<file path="src/sv/mup3_pkg.sv">
// Shared types, widths and register codes for the 3-D max-unpool scatter address block.
`default_nettype none
package mup3_pkg;

    localparam int POS_W        = 10;
    localparam int DIM_W        = 11;
    localparam int STRIDE_W     = 8;
    localparam int OFF_W        = 8;
    localparam int VAL_W        = 32;
    localparam int OUT_ADDR_W   = 32;
    localparam int CFG_IDX_W    = 3;
    localparam int LIMIT_W      = 17;

    // term widths, sized for the largest register and position values
    localparam int SLICE_TERM_W = POS_W + DIM_W;
    localparam int AXIS_TERM_W  = POS_W + STRIDE_W + 1;
    localparam int A_W          = SLICE_TERM_W + 1;
    localparam int B_W          = A_W + DIM_W + 1;
    localparam int P_W          = B_W + DIM_W;
    localparam int FULL_W       = P_W + 1;

    localparam int Q_DEPTH      = 4;
    localparam int Q_PTR_W      = $clog2(Q_DEPTH);

    localparam logic [CFG_IDX_W-1:0] REG_OUT_DEPTH    = 3'd0;
    localparam logic [CFG_IDX_W-1:0] REG_OUT_ROWS     = 3'd1;
    localparam logic [CFG_IDX_W-1:0] REG_OUT_COLS     = 3'd2;
    localparam logic [CFG_IDX_W-1:0] REG_STRIDE_DEPTH = 3'd3;
    localparam logic [CFG_IDX_W-1:0] REG_STRIDE_ROWS  = 3'd4;
    localparam logic [CFG_IDX_W-1:0] REG_STRIDE_COLS  = 3'd5;

    typedef struct packed {
        logic [DIM_W-1:0]    out_depth;
        logic [DIM_W-1:0]    out_rows;
        logic [DIM_W-1:0]    out_cols;
        logic [STRIDE_W-1:0] stride_depth;
        logic [STRIDE_W-1:0] stride_rows;
        logic [STRIDE_W-1:0] stride_cols;
    } t_cfg;

    // classified request: partial terms of the Horner form plus bounds error
    typedef struct packed {
        logic [SLICE_TERM_W-1:0] slice_term;
        logic [AXIS_TERM_W-1:0]  depth_term;
        logic [AXIS_TERM_W-1:0]  row_term;
        logic [AXIS_TERM_W-1:0]  col_term;
        logic [VAL_W-1:0]        value;
        logic                    err;
    } t_item;

endpackage
`default_nettype wire

</file>
<file path="src/sv/mup3_front.sv">
// Front end: bounds classification and first-level products of an incoming request.
`default_nettype none
module mup3_front #(
    parameter int IN_DIM_MAX = 1024,
    parameter int MAX_SLICES = 1024
) (
    input  wire mup3_pkg::t_cfg              i_cfg,
    input  wire [mup3_pkg::POS_W-1:0]        i_slice_pos,
    input  wire [mup3_pkg::POS_W-1:0]        i_depth_pos,
    input  wire [mup3_pkg::POS_W-1:0]        i_row_pos,
    input  wire [mup3_pkg::POS_W-1:0]        i_col_pos,
    input  wire [mup3_pkg::VAL_W-1:0]        i_pooled_value,
    input  wire [mup3_pkg::OFF_W-1:0]        i_offset_depth,
    input  wire [mup3_pkg::OFF_W-1:0]        i_offset_row,
    input  wire [mup3_pkg::OFF_W-1:0]        i_offset_col,
    output mup3_pkg::t_item                  o_item
);

    localparam logic [mup3_pkg::LIMIT_W-1:0] DIM_LIM   = mup3_pkg::LIMIT_W'(IN_DIM_MAX);
    localparam logic [mup3_pkg::LIMIT_W-1:0] SLICE_LIM = mup3_pkg::LIMIT_W'(MAX_SLICES);
    localparam int LPAD = mup3_pkg::LIMIT_W - mup3_pkg::POS_W;
    localparam int SW   = mup3_pkg::SLICE_TERM_W;
    localparam int AW   = mup3_pkg::AXIS_TERM_W;

    logic off_err;
    logic pos_err;

    always_comb begin
        off_err = ({3'b000, i_offset_depth} >= i_cfg.out_depth)
               || ({3'b000, i_offset_row}   >= i_cfg.out_rows)
               || ({3'b000, i_offset_col}   >= i_cfg.out_cols);
        pos_err = ({{LPAD{1'b0}}, i_slice_pos} >= SLICE_LIM)
               || ({{LPAD{1'b0}}, i_depth_pos} >= DIM_LIM)
               || ({{LPAD{1'b0}}, i_row_pos}   >= DIM_LIM)
               || ({{LPAD{1'b0}}, i_col_pos}   >= DIM_LIM);
    end

    always_comb begin
        o_item.slice_term = SW'(i_slice_pos) * SW'(i_cfg.out_depth);
        o_item.depth_term = AW'(i_depth_pos) * AW'(i_cfg.stride_depth) + AW'(i_offset_depth);
        o_item.row_term   = AW'(i_row_pos) * AW'(i_cfg.stride_rows) + AW'(i_offset_row);
        o_item.col_term   = AW'(i_col_pos) * AW'(i_cfg.stride_cols) + AW'(i_offset_col);
        o_item.value      = i_pooled_value;
        o_item.err        = off_err || pos_err;
    end

endmodule
`default_nettype wire

</file>
<file path="src/sv/mup3_queue.sv">
// Short register queue decoupling the front end from the address pipeline.
`default_nettype none
module mup3_queue (
    input  wire                      i_clk,
    input  wire                      i_rst_n,
    input  wire                      i_wr,
    input  wire mup3_pkg::t_item     i_wr_data,
    output logic                     o_full,
    output logic                     o_valid,
    output mup3_pkg::t_item          o_rd_data,
    input  wire                      i_rd
);

    localparam logic [mup3_pkg::Q_PTR_W:0] DEPTH = (mup3_pkg::Q_PTR_W + 1)'(mup3_pkg::Q_DEPTH);

    mup3_pkg::t_item                 r_mem [mup3_pkg::Q_DEPTH];
    logic [mup3_pkg::Q_PTR_W-1:0]    r_wr_ptr;
    logic [mup3_pkg::Q_PTR_W-1:0]    r_rd_ptr;
    logic [mup3_pkg::Q_PTR_W:0]      r_count;
    logic [mup3_pkg::Q_PTR_W:0]      n_count;
    logic                            wr_en;
    logic                            rd_en;

    assign o_full    = (r_count == DEPTH);
    assign o_valid   = (r_count != '0);
    assign o_rd_data = r_mem[r_rd_ptr];
    assign wr_en     = i_wr && !o_full;
    assign rd_en     = i_rd && o_valid;

    always_comb begin
        n_count = r_count;
        case ({wr_en, rd_en})
            2'b10:   n_count = r_count + 1'b1;
            2'b01:   n_count = r_count - 1'b1;
            default: n_count = r_count;
        endcase
    end

    always_ff @(posedge i_clk) begin
        if (!i_rst_n) begin
            r_wr_ptr <= '0;
            r_rd_ptr <= '0;
            r_count  <= '0;
        end else begin
            if (wr_en) r_wr_ptr <= r_wr_ptr + 1'b1;
            if (rd_en) r_rd_ptr <= r_rd_ptr + 1'b1;
            r_count <= n_count;
        end
    end

    always_ff @(posedge i_clk) begin
        if (wr_en) r_mem[r_wr_ptr] <= i_wr_data;
    end

`ifndef SYNTHESIS
    a_count_bound: assert property (@(posedge i_clk) disable iff (!i_rst_n)
        r_count <= DEPTH)
        else $error("queue count above depth");
    a_count_up: assert property (@(posedge i_clk) disable iff (!i_rst_n)
        (wr_en && !rd_en) |=> (r_count == $past(r_count) + 1'b1))
        else $error("queue count missed a write");
    a_ptr_gap: assert property (@(posedge i_clk) disable iff (!i_rst_n)
        (r_count != '0 && r_count != DEPTH) |-> (r_wr_ptr != r_rd_ptr))
        else $error("queue pointers disagree with count");
`endif

endmodule
`default_nettype wire

</file>
<file path="src/sv/mup3_back.sv">
// Back end: elastic pipeline finishing the flat address, overflow check and result register.
`default_nettype none
module mup3_back #(
    parameter int ADDR_BITS = 32
) (
    input  wire                              i_clk,
    input  wire                              i_rst_n,
    input  wire mup3_pkg::t_cfg              i_cfg,
    input  wire                              i_valid,
    output logic                             o_ready,
    input  wire mup3_pkg::t_item             i_item,
    input  wire                              i_pop,
    output logic                             o_empty,
    output logic [mup3_pkg::OUT_ADDR_W-1:0]  o_write_address,
    output logic [mup3_pkg::VAL_W-1:0]       o_write_value,
    output logic                             o_write_enable,
    output logic                             o_index_error
);

    localparam int AW = mup3_pkg::A_W;
    localparam int BW = mup3_pkg::B_W;
    localparam int PW = mup3_pkg::P_W;
    localparam int FW = mup3_pkg::FULL_W;
    localparam int TW = mup3_pkg::AXIS_TERM_W;
    localparam int VW = mup3_pkg::VAL_W;

    // stage 1: A = slice*D + t*Sd + od
    logic          r_v1;
    logic [AW-1:0] r_a1;
    logic [TW-1:0] r_row1, r_col1;
    logic [VW-1:0] r_val1;
    logic          r_err1;
    // stage 2: A*R
    logic          r_v2;
    logic [BW-1:0] r_b2;
    logic [TW-1:0] r_row2, r_col2;
    logic [VW-1:0] r_val2;
    logic          r_err2;
    // stage 3: A*R + y*Sr + or
    logic          r_v3;
    logic [BW-1:0] r_b3;
    logic [TW-1:0] r_col3;
    logic [VW-1:0] r_val3;
    logic          r_err3;
    // stage 4: (...)*C
    logic          r_v4;
    logic [PW-1:0] r_p4;
    logic [TW-1:0] r_col4;
    logic [VW-1:0] r_val4;
    logic          r_err4;
    // stage 5: result register
    logic          r_v5;
    logic [mup3_pkg::OUT_ADDR_W-1:0] r_addr5;
    logic [VW-1:0] r_val5;
    logic          r_we5;
    logic          r_err5;

    logic          rdy1, rdy2, rdy3, rdy4, rdy5;
    logic [FW-1:0] full_addr;
    logic          ovf;
    logic          bad;

    assign rdy5    = !r_v5 || i_pop;
    assign rdy4    = !r_v4 || rdy5;
    assign rdy3    = !r_v3 || rdy4;
    assign rdy2    = !r_v2 || rdy3;
    assign rdy1    = !r_v1 || rdy2;
    assign o_ready = rdy1;

    assign full_addr = FW'(r_p4) + FW'(r_col4);
    assign ovf       = |(full_addr >> ADDR_BITS);
    assign bad       = r_err4 || ovf;

    always_ff @(posedge i_clk) begin
        if (!i_rst_n) begin
            r_v1 <= 1'b0;
            r_v2 <= 1'b0;
            r_v3 <= 1'b0;
            r_v4 <= 1'b0;
            r_v5 <= 1'b0;
        end else begin
            if (rdy1) r_v1 <= i_valid;
            if (rdy2) r_v2 <= r_v1;
            if (rdy3) r_v3 <= r_v2;
            if (rdy4) r_v4 <= r_v3;
            if (rdy5) r_v5 <= r_v4;
        end
    end

    always_ff @(posedge i_clk) begin
        if (rdy1) begin
            r_a1   <= AW'(i_item.slice_term) + AW'(i_item.depth_term);
            r_row1 <= i_item.row_term;
            r_col1 <= i_item.col_term;
            r_val1 <= i_item.value;
            r_err1 <= i_item.err;
        end
        if (rdy2) begin
            r_b2   <= BW'(r_a1) * BW'(i_cfg.out_rows);
            r_row2 <= r_row1;
            r_col2 <= r_col1;
            r_val2 <= r_val1;
            r_err2 <= r_err1;
        end
        if (rdy3) begin
            r_b3   <= r_b2 + BW'(r_row2);
            r_col3 <= r_col2;
            r_val3 <= r_val2;
            r_err3 <= r_err2;
        end
        if (rdy4) begin
            r_p4   <= PW'(r_b3) * PW'(i_cfg.out_cols);
            r_col4 <= r_col3;
            r_val4 <= r_val3;
            r_err4 <= r_err3;
        end
        if (rdy5) begin
            r_addr5 <= bad ? '0 : full_addr[mup3_pkg::OUT_ADDR_W-1:0];
            r_val5  <= bad ? '0 : r_val4;
            r_we5   <= !bad;
            r_err5  <= bad;
        end
    end

    assign o_empty         = !r_v5;
    assign o_write_address = r_addr5;
    assign o_write_value   = r_val5;
    assign o_write_enable  = r_we5;
    assign o_index_error   = r_err5;

`ifndef SYNTHESIS
    a_we_xor_err: assert property (@(posedge i_clk) disable iff (!i_rst_n)
        r_v5 |-> (r_we5 != r_err5))
        else $error("write enable and error both set or both clear");
    a_err_zero: assert property (@(posedge i_clk) disable iff (!i_rst_n)
        (r_v5 && r_err5) |-> (r_addr5 == '0 && r_val5 == '0))
        else $error("rejected request carries nonzero payload");
    a_stage_hold: assert property (@(posedge i_clk) disable iff (!i_rst_n)
        (r_v4 && !rdy5) |=> r_v4)
        else $error("stalled stage lost its request");
`endif

endmodule
`default_nettype wire

</file>
<file path="src/sv/max_unpool3d_scatter_address.sv">
// Top level: configuration registers, front end, decoupling queue and address pipeline.
// Path: accepted request -> queue -> back stages 1 to 5 -> result shown with empty low.
// Throughput: one request per cycle while pop drains the output; under backpressure the
// five-stage back pipeline stalls and the four-entry front-to-back queue fills.
// Reset: synchronous active-low; clears queue and pipeline valid state and sets all
// size and stride registers to 1.
`default_nettype none
module max_unpool3d_scatter_address #(
    parameter int ADDR_BITS  = 32,
    parameter int IN_DIM_MAX = 1024,
    parameter int MAX_SLICES = 1024
) (
    input  wire                               i_clk,
    input  wire                               i_rst_n,
    input  wire                               i_cfg_we,
    input  wire [mup3_pkg::CFG_IDX_W-1:0]     i_cfg_index,
    input  wire [mup3_pkg::DIM_W-1:0]         i_cfg_data,
    input  wire                               push,
    output logic                              full,
    input  wire [mup3_pkg::POS_W-1:0]         i_slice_pos,
    input  wire [mup3_pkg::POS_W-1:0]         i_depth_pos,
    input  wire [mup3_pkg::POS_W-1:0]         i_row_pos,
    input  wire [mup3_pkg::POS_W-1:0]         i_col_pos,
    input  wire [mup3_pkg::VAL_W-1:0]         i_pooled_value,
    input  wire [mup3_pkg::OFF_W-1:0]         i_offset_depth,
    input  wire [mup3_pkg::OFF_W-1:0]         i_offset_row,
    input  wire [mup3_pkg::OFF_W-1:0]         i_offset_col,
    output logic                              empty,
    input  wire                               pop,
    output logic [mup3_pkg::OUT_ADDR_W-1:0]   o_write_address,
    output logic [mup3_pkg::VAL_W-1:0]        o_write_value,
    output logic                              o_write_enable,
    output logic                              o_index_error
);

    mup3_pkg::t_cfg  r_cfg;
    mup3_pkg::t_item front_item;
    mup3_pkg::t_item q_item;
    logic            q_valid;
    logic            back_ready;

    always_ff @(posedge i_clk) begin
        if (!i_rst_n) begin
            r_cfg.out_depth    <= 11'd1;
            r_cfg.out_rows     <= 11'd1;
            r_cfg.out_cols     <= 11'd1;
            r_cfg.stride_depth <= 8'd1;
            r_cfg.stride_rows  <= 8'd1;
            r_cfg.stride_cols  <= 8'd1;
        end else if (i_cfg_we) begin
            case (i_cfg_index)
                mup3_pkg::REG_OUT_DEPTH:    r_cfg.out_depth    <= i_cfg_data;
                mup3_pkg::REG_OUT_ROWS:     r_cfg.out_rows     <= i_cfg_data;
                mup3_pkg::REG_OUT_COLS:     r_cfg.out_cols     <= i_cfg_data;
                mup3_pkg::REG_STRIDE_DEPTH: r_cfg.stride_depth <= i_cfg_data[7:0];
                mup3_pkg::REG_STRIDE_ROWS:  r_cfg.stride_rows  <= i_cfg_data[7:0];
                mup3_pkg::REG_STRIDE_COLS:  r_cfg.stride_cols  <= i_cfg_data[7:0];
                default: ;
            endcase
        end
    end

    mup3_front #(
        .IN_DIM_MAX (IN_DIM_MAX),
        .MAX_SLICES (MAX_SLICES)
    ) u_front (
        .i_cfg          (r_cfg),
        .i_slice_pos    (i_slice_pos),
        .i_depth_pos    (i_depth_pos),
        .i_row_pos      (i_row_pos),
        .i_col_pos      (i_col_pos),
        .i_pooled_value (i_pooled_value),
        .i_offset_depth (i_offset_depth),
        .i_offset_row   (i_offset_row),
        .i_offset_col   (i_offset_col),
        .o_item         (front_item)
    );

    mup3_queue u_queue (
        .i_clk     (i_clk),
        .i_rst_n   (i_rst_n),
        .i_wr      (push),
        .i_wr_data (front_item),
        .o_full    (full),
        .o_valid   (q_valid),
        .o_rd_data (q_item),
        .i_rd      (back_ready)
    );

    mup3_back #(
        .ADDR_BITS (ADDR_BITS)
    ) u_back (
        .i_clk           (i_clk),
        .i_rst_n         (i_rst_n),
        .i_cfg           (r_cfg),
        .i_valid         (q_valid),
        .o_ready         (back_ready),
        .i_item          (q_item),
        .i_pop           (pop),
        .o_empty         (empty),
        .o_write_address (o_write_address),
        .o_write_value   (o_write_value),
        .o_write_enable  (o_write_enable),
        .o_index_error   (o_index_error)
    );

endmodule
`default_nettype wire

</file>
<file path="config.mk">
export PLATFORM = sky130hd
export DESIGN_NAME = max_unpool3d_scatter_address
export DESIGN_NICKNAME = d
export VERILOG_FILES = /design/src/sv/mup3_pkg.sv /design/src/sv/mup3_front.sv /design/src/sv/mup3_queue.sv /design/src/sv/mup3_back.sv /design/src/sv/max_unpool3d_scatter_address.sv
export SDC_FILE = /design/constraint.sdc
export NUM_CORES = 2
export LEC_CHECK = 0
export BUFFER_PORTS_ARGS = -buffer_cell sky130_fd_sc_hd__buf_2
export CAP_MARGIN = 30
export CORE_ASPECT_RATIO = 1.1
export CORE_MARGIN = 8
export CORE_UTILIZATION = 61
export DETAILED_ROUTE_END_ITERATION = 10
export GPL_ROUTABILITY_DRIVEN = 1
export PLACE_DENSITY = 0.76
export SETUP_SLACK_MARGIN = 0.2
export SLEW_MARGIN = 20
export SYNTH_ARGS = -nofsm -noshare
export SYNTH_HDL_FRONTEND = slang
export SYNTH_SLANG_ARGS = --single-unit
</file>
<file path="constraint.sdc">
create_clock -name i_clk -period 7.7 [get_ports i_clk]
set_input_delay 0.77 -clock i_clk [delete_from_list [all_inputs] [get_ports i_clk]]
set_output_delay 0.77 -clock i_clk [all_outputs]
set_load 0.05 [all_outputs]
</file>
==> impl_metrics.yaml <==
clock_tree:
  cts_setup_buffers: 0
  cts_made_buffers: 96
  clk_pin_slew_worst_paths_ns: 0.07
  ctsRootBufferMaster: "clkbuf_16"
  clock_sinks: 961
  postCtsHoldBufs: 0
  h-tree-depth: 3
  clock_latency_ns: 0.70
  clock_path_buffers: 3
  cts_tree: "done"
  ctsResizeCount: 0
worst_hold_path:
  hp-start: "i_pooled_value[15]"
  min_to: "u_queue.r_mem[2][16]"
  hold_depth: 1
  hold_class: "in2reg"
final_layout:
  nets: 6998
  multi_input_area_um2: 35200
  area_growth_pct: 8.17
  seqCellArea_um2: 28200
  fillerInstances: 7981
  fin_cells: 7263
  drive_gt1_share_pct: 9.52
logic_synthesis:
  postSynthAreaPerCell_um2: 11.9
  synth-async-reset-ratio_pct: 0
  synth_cells: 5655
  synth_top_family_by_area: "adder cells"
  synth-compound-area-share_pct: 5.05
  netlist_area_um2: 67500
  ys_warn_count: 0
  yosysSeqAreaShare_pct: 41.7
  syn_nets: 6906
  synthMuxAreaShare_pct: 3.79
  synthAdderAreaFrac_pct: 28.9
  synth_cell_types: 74
  ys_top_cells_by_area: "edfxtp_1 (40%), fa_1 (21%), ha_1 (7.9%)"
  synthFlopType: "edfxtp_1"
  yosys.area.top_type: "edfxtp_1"
  yosys.area.top_type_share_pct: 39.6
  synth_edf_count: 890
  ys_seq_elements: 961
  synth-xor-area-share_pct: 2.34
  synth_simple_gate_area_share_pct: 12.0
global_routing:
  grt_max_degree: 73
  gr-total-overflow: 0
  grt_pass1_vias: 44300
  grt_antenna_before_repair: 8
  grtUsageTotal_pct: 23.6
  grt_pass1_wl_um: 230000
die:
  die-area_um2: 122000
  start_util_pct: 61.2
  fp.coreArea_um2: 110000
  num_rows: 128
  fp.dieW_um: 333
  io_pins: 183
  die_h_um: 365
sta:
  clock.fmax_mhz: 152
  setup_ws_ns: 1.12
  setup_viol: 0
  rsz0062_at_grt: "false"
  fin_crit_ns: 6.58
  clock_skew_ns: 0.0731
  max-slew-margin-rel_pct: 33.2
  period_share_pct: 85.4
  tightest_slew_ns: 1.00
  finalHoldViolations: 0
  final-max-slew-violation-count: 0
  setup_tns_ns: 0
power:
  ir_drop_v: 0.000247
  p_per_area_nw_per_um2: 273
  power.switching_w: 0.00686
  power_leakage_nw: 31.8
  internal-power_w: 0.0131
  clkPwrFrac_pct: 23.5
  pwr-share-comb_pct: 32.8
  switching_share_pct: 34.4
  p_seq_share_pct: 43.7
critical_path:
  cp.required_ns: 8.09
  slowest_stage: "dfxtp_1"
  path_class: "reg2reg"
  slowest_delay_ns: 0.58
  r2r-start: "r_cfg[26]"
  path_cells: "buf_4 -> nand2_1 -> fa_1 -> fa_1 -> inv_1 -> fa_1 -> fa_1 -> inv_1 -> fa_1 -> inv_1 -> ha_1 -> o21ai_0 -> o21ai_0 -> a41o_1 -> nand2_1 -> a21oi_1 -> o31ai_2 -> a311oi_1 -> a31o_2 -> nor2_1 -> a211o_1"
  worstPathArrival_ns: 6.97
  crit_top_cell: "fa_1"
  timing.rr.end: "u_back.r_p4[43]"
  reg2reg_depth: 21
  crit_path_start_kind: "flop"
  end_kind: "flop"
  reg2reg_slack_ns: 1.12
  crit_fanout: 24
drt:
  wl_per_cell_um: 19.3
  viasPerCell: 5.67
  drc: 0
  vias: 41200
  firstDrtPassIters: 5
  routed_wl_um: 141000
  postRouteAntennaNets: 0
  drtIter0Drc: 2718
place:
  post-place-ws_ns: 1.19
  placed_cells: 7077
  portBuffers: 182
  dp_hpwl_um: 104000
  place.gp.congestion: 0.907
run:
  drv_cap: 0
run_status:
  outcome: "completed"
==> metrics by stage <==
| stage | hold slack (ns) | util [%] | power (W) | cell area, um2 |
|---|---|---|---|---|
| 2_1_floorplan | 0.400 | - | 0.0135 | 67500 |
| 3_3_place_gp | 0.401 | 63.2 | 0.0150 | 69600 |
| 3_5_place_dp | 0.405 | 63.3 | 0.0153 | 69700 |
| 4_1_cts | 0.231 | 66.2 | 0.0200 | 72900 |
| 5_1_grt | 0.240 | 66.2 | 0.0211 | 73000 |
| 6_report | 0.279 | 66.2 | 0.0199 | 73000 |
==> power groups by stage <==
stage	clock network [W]	registers (W)	logic, W
floorplan	0	0.00836	0.00513
global placement	0	0.00872	0.00627
detailed placement	0	0.00878	0.00651
CTS	0.00475	0.00869	0.00657
global route	0.00495	0.00884	0.00732
finish	0.00468	0.00870	0.00655
==> registers in the layout (all words and copies together) (netlist names), 2 cells and up, named ones only <==
| register | flops |
|---|---|
| r_cfg | 57 |
| u_back.o_write_address | 32 |
| u_back.o_write_value | 32 |
| u_back.r_a1 | 22 |
| u_back.r_b2 | 33 |
| u_back.r_b3 | 34 |
| u_back.r_col1 | 19 |
| u_back.r_col2 | 19 |
| u_back.r_col3 | 19 |
| u_back.r_col4 | 19 |
| u_back.r_p4 | 45 |
| u_back.r_row1 | 19 |
| u_back.r_row2 | 19 |
| u_back.r_val1 | 32 |
| u_back.r_val2 | 32 |
| u_back.r_val3 | 32 |
| u_back.r_val4 | 32 |
| u_queue.r_count | 3 |
| u_queue.r_mem | 444 |
| u_queue.r_rd_ptr | 2 |
| u_queue.r_wr_ptr | 2 |
==> cells in the mapped netlist, drive strengths merged, types with 6 or more instances <==
master     n
o21bai    16
nand2b    22
nand2    784
or2        9
o2111ai    6
nand4     17
and4       7
a21o      83
a2111oi    6
fa       708
nor2b     25
nand3     51
o211ai    10
a31oi     13
mux2i      6
clkbuf   207
xnor2    115
or3       15
nor2     128
ha       428
a21boi    64
o31ai      9
a21oi    118
a211o      7
xor2      65
dfxtp     71
inv      878
o21a      26
edfxtp   890
buf       22
and3      32
o21ai     96
mux4     111
a211oi    17
nand3b     7
nor4       8
and2     424
nor3     101
==> placed cells by master, fill, tap and decap left out, drive strengths merged, types with 64 or more instances in the layout <==
master and instances:
a21boi 64, a21o 83, a21oi 118, and2 424
buf 223, clkbuf 121, dfxtp 71, edfxtp 890
fa 708, ha 428, inv 883, mux4 111
nand2 784, nor2 128, nor3 101, o21ai 96
xnor2 115, xor2 65
==> routing by layer <==
| metal | vias up | global-route usage [%] | share of wire (%) |
|---|---|---|---|
| met1 | 20800 | 29.7 | 41 |
| met3 | 303 | 3.66 | 5.8 |
| li1 | 18800 | - | - |
| met2 | 1301 | 41.7 | 50 |
| met5 | - | 0 | 0.012 |
| met4 | 2 | 8.35 | 3.5 |
==> critical path, delay by kind of cell (launching register included) <==
family	cells	cell delay, ns
AND/OR/NAND/NOR	3	0.27
flip-flops	1	0.58
adder cells (fa/ha/maj)	6	2.92
buffers and inverters	4	0.55
AO/OA/AOI/OAI	8	2.01
==> worst max path at each step <==
stage | from | slack [ns] | cells past startpoint | to
3_5_place_dp | r_cfg[27] | 1.19 | 21 | u_back.r_p4[43]
6_report | r_cfg[26] | 1.12 | 21 | u_back.r_p4[43]
4_1_cts | r_cfg[27] | 1.15 | 21 | u_back.r_p4[43]
3_3_place_gp | r_cfg[27] | 1.32 | 21 | u_back.r_p4[43]
5_1_grt | r_cfg[26] | 0.63 | 22 | u_back.r_p4[44]
2_1_floorplan | r_cfg[26] | 1.75 | 22 | u_back.r_p4[41]
==> final cells by class <==
| cell class | instances | share of cell area, % |
|---|---|---|
| Timing Repair Buffer | 223 | 1.81 |
| Antenna cell | 6 | 0.0206 |
| Clock buffer | 121 | 3.49 |
| Multi-Input combinational cell | 3587 | 48.2 |
| Tap cell | 1430 | 2.45 |
| Sequential cell | 961 | 38.6 |
| Clock inverter | 57 | 0.909 |
| Inverter | 878 | 4.52 |
==> logic make-up after synthesis <==
family	after synthesis
AOI/OAI and AO/OA	510
and+or+nand+nor	1644
muxes	117
DFF	961
buffers and inverters	1107
xor gates and xnor gates	180
adders and majority gates	1136
No activity file was read; power rests on OpenSTA's default activity.
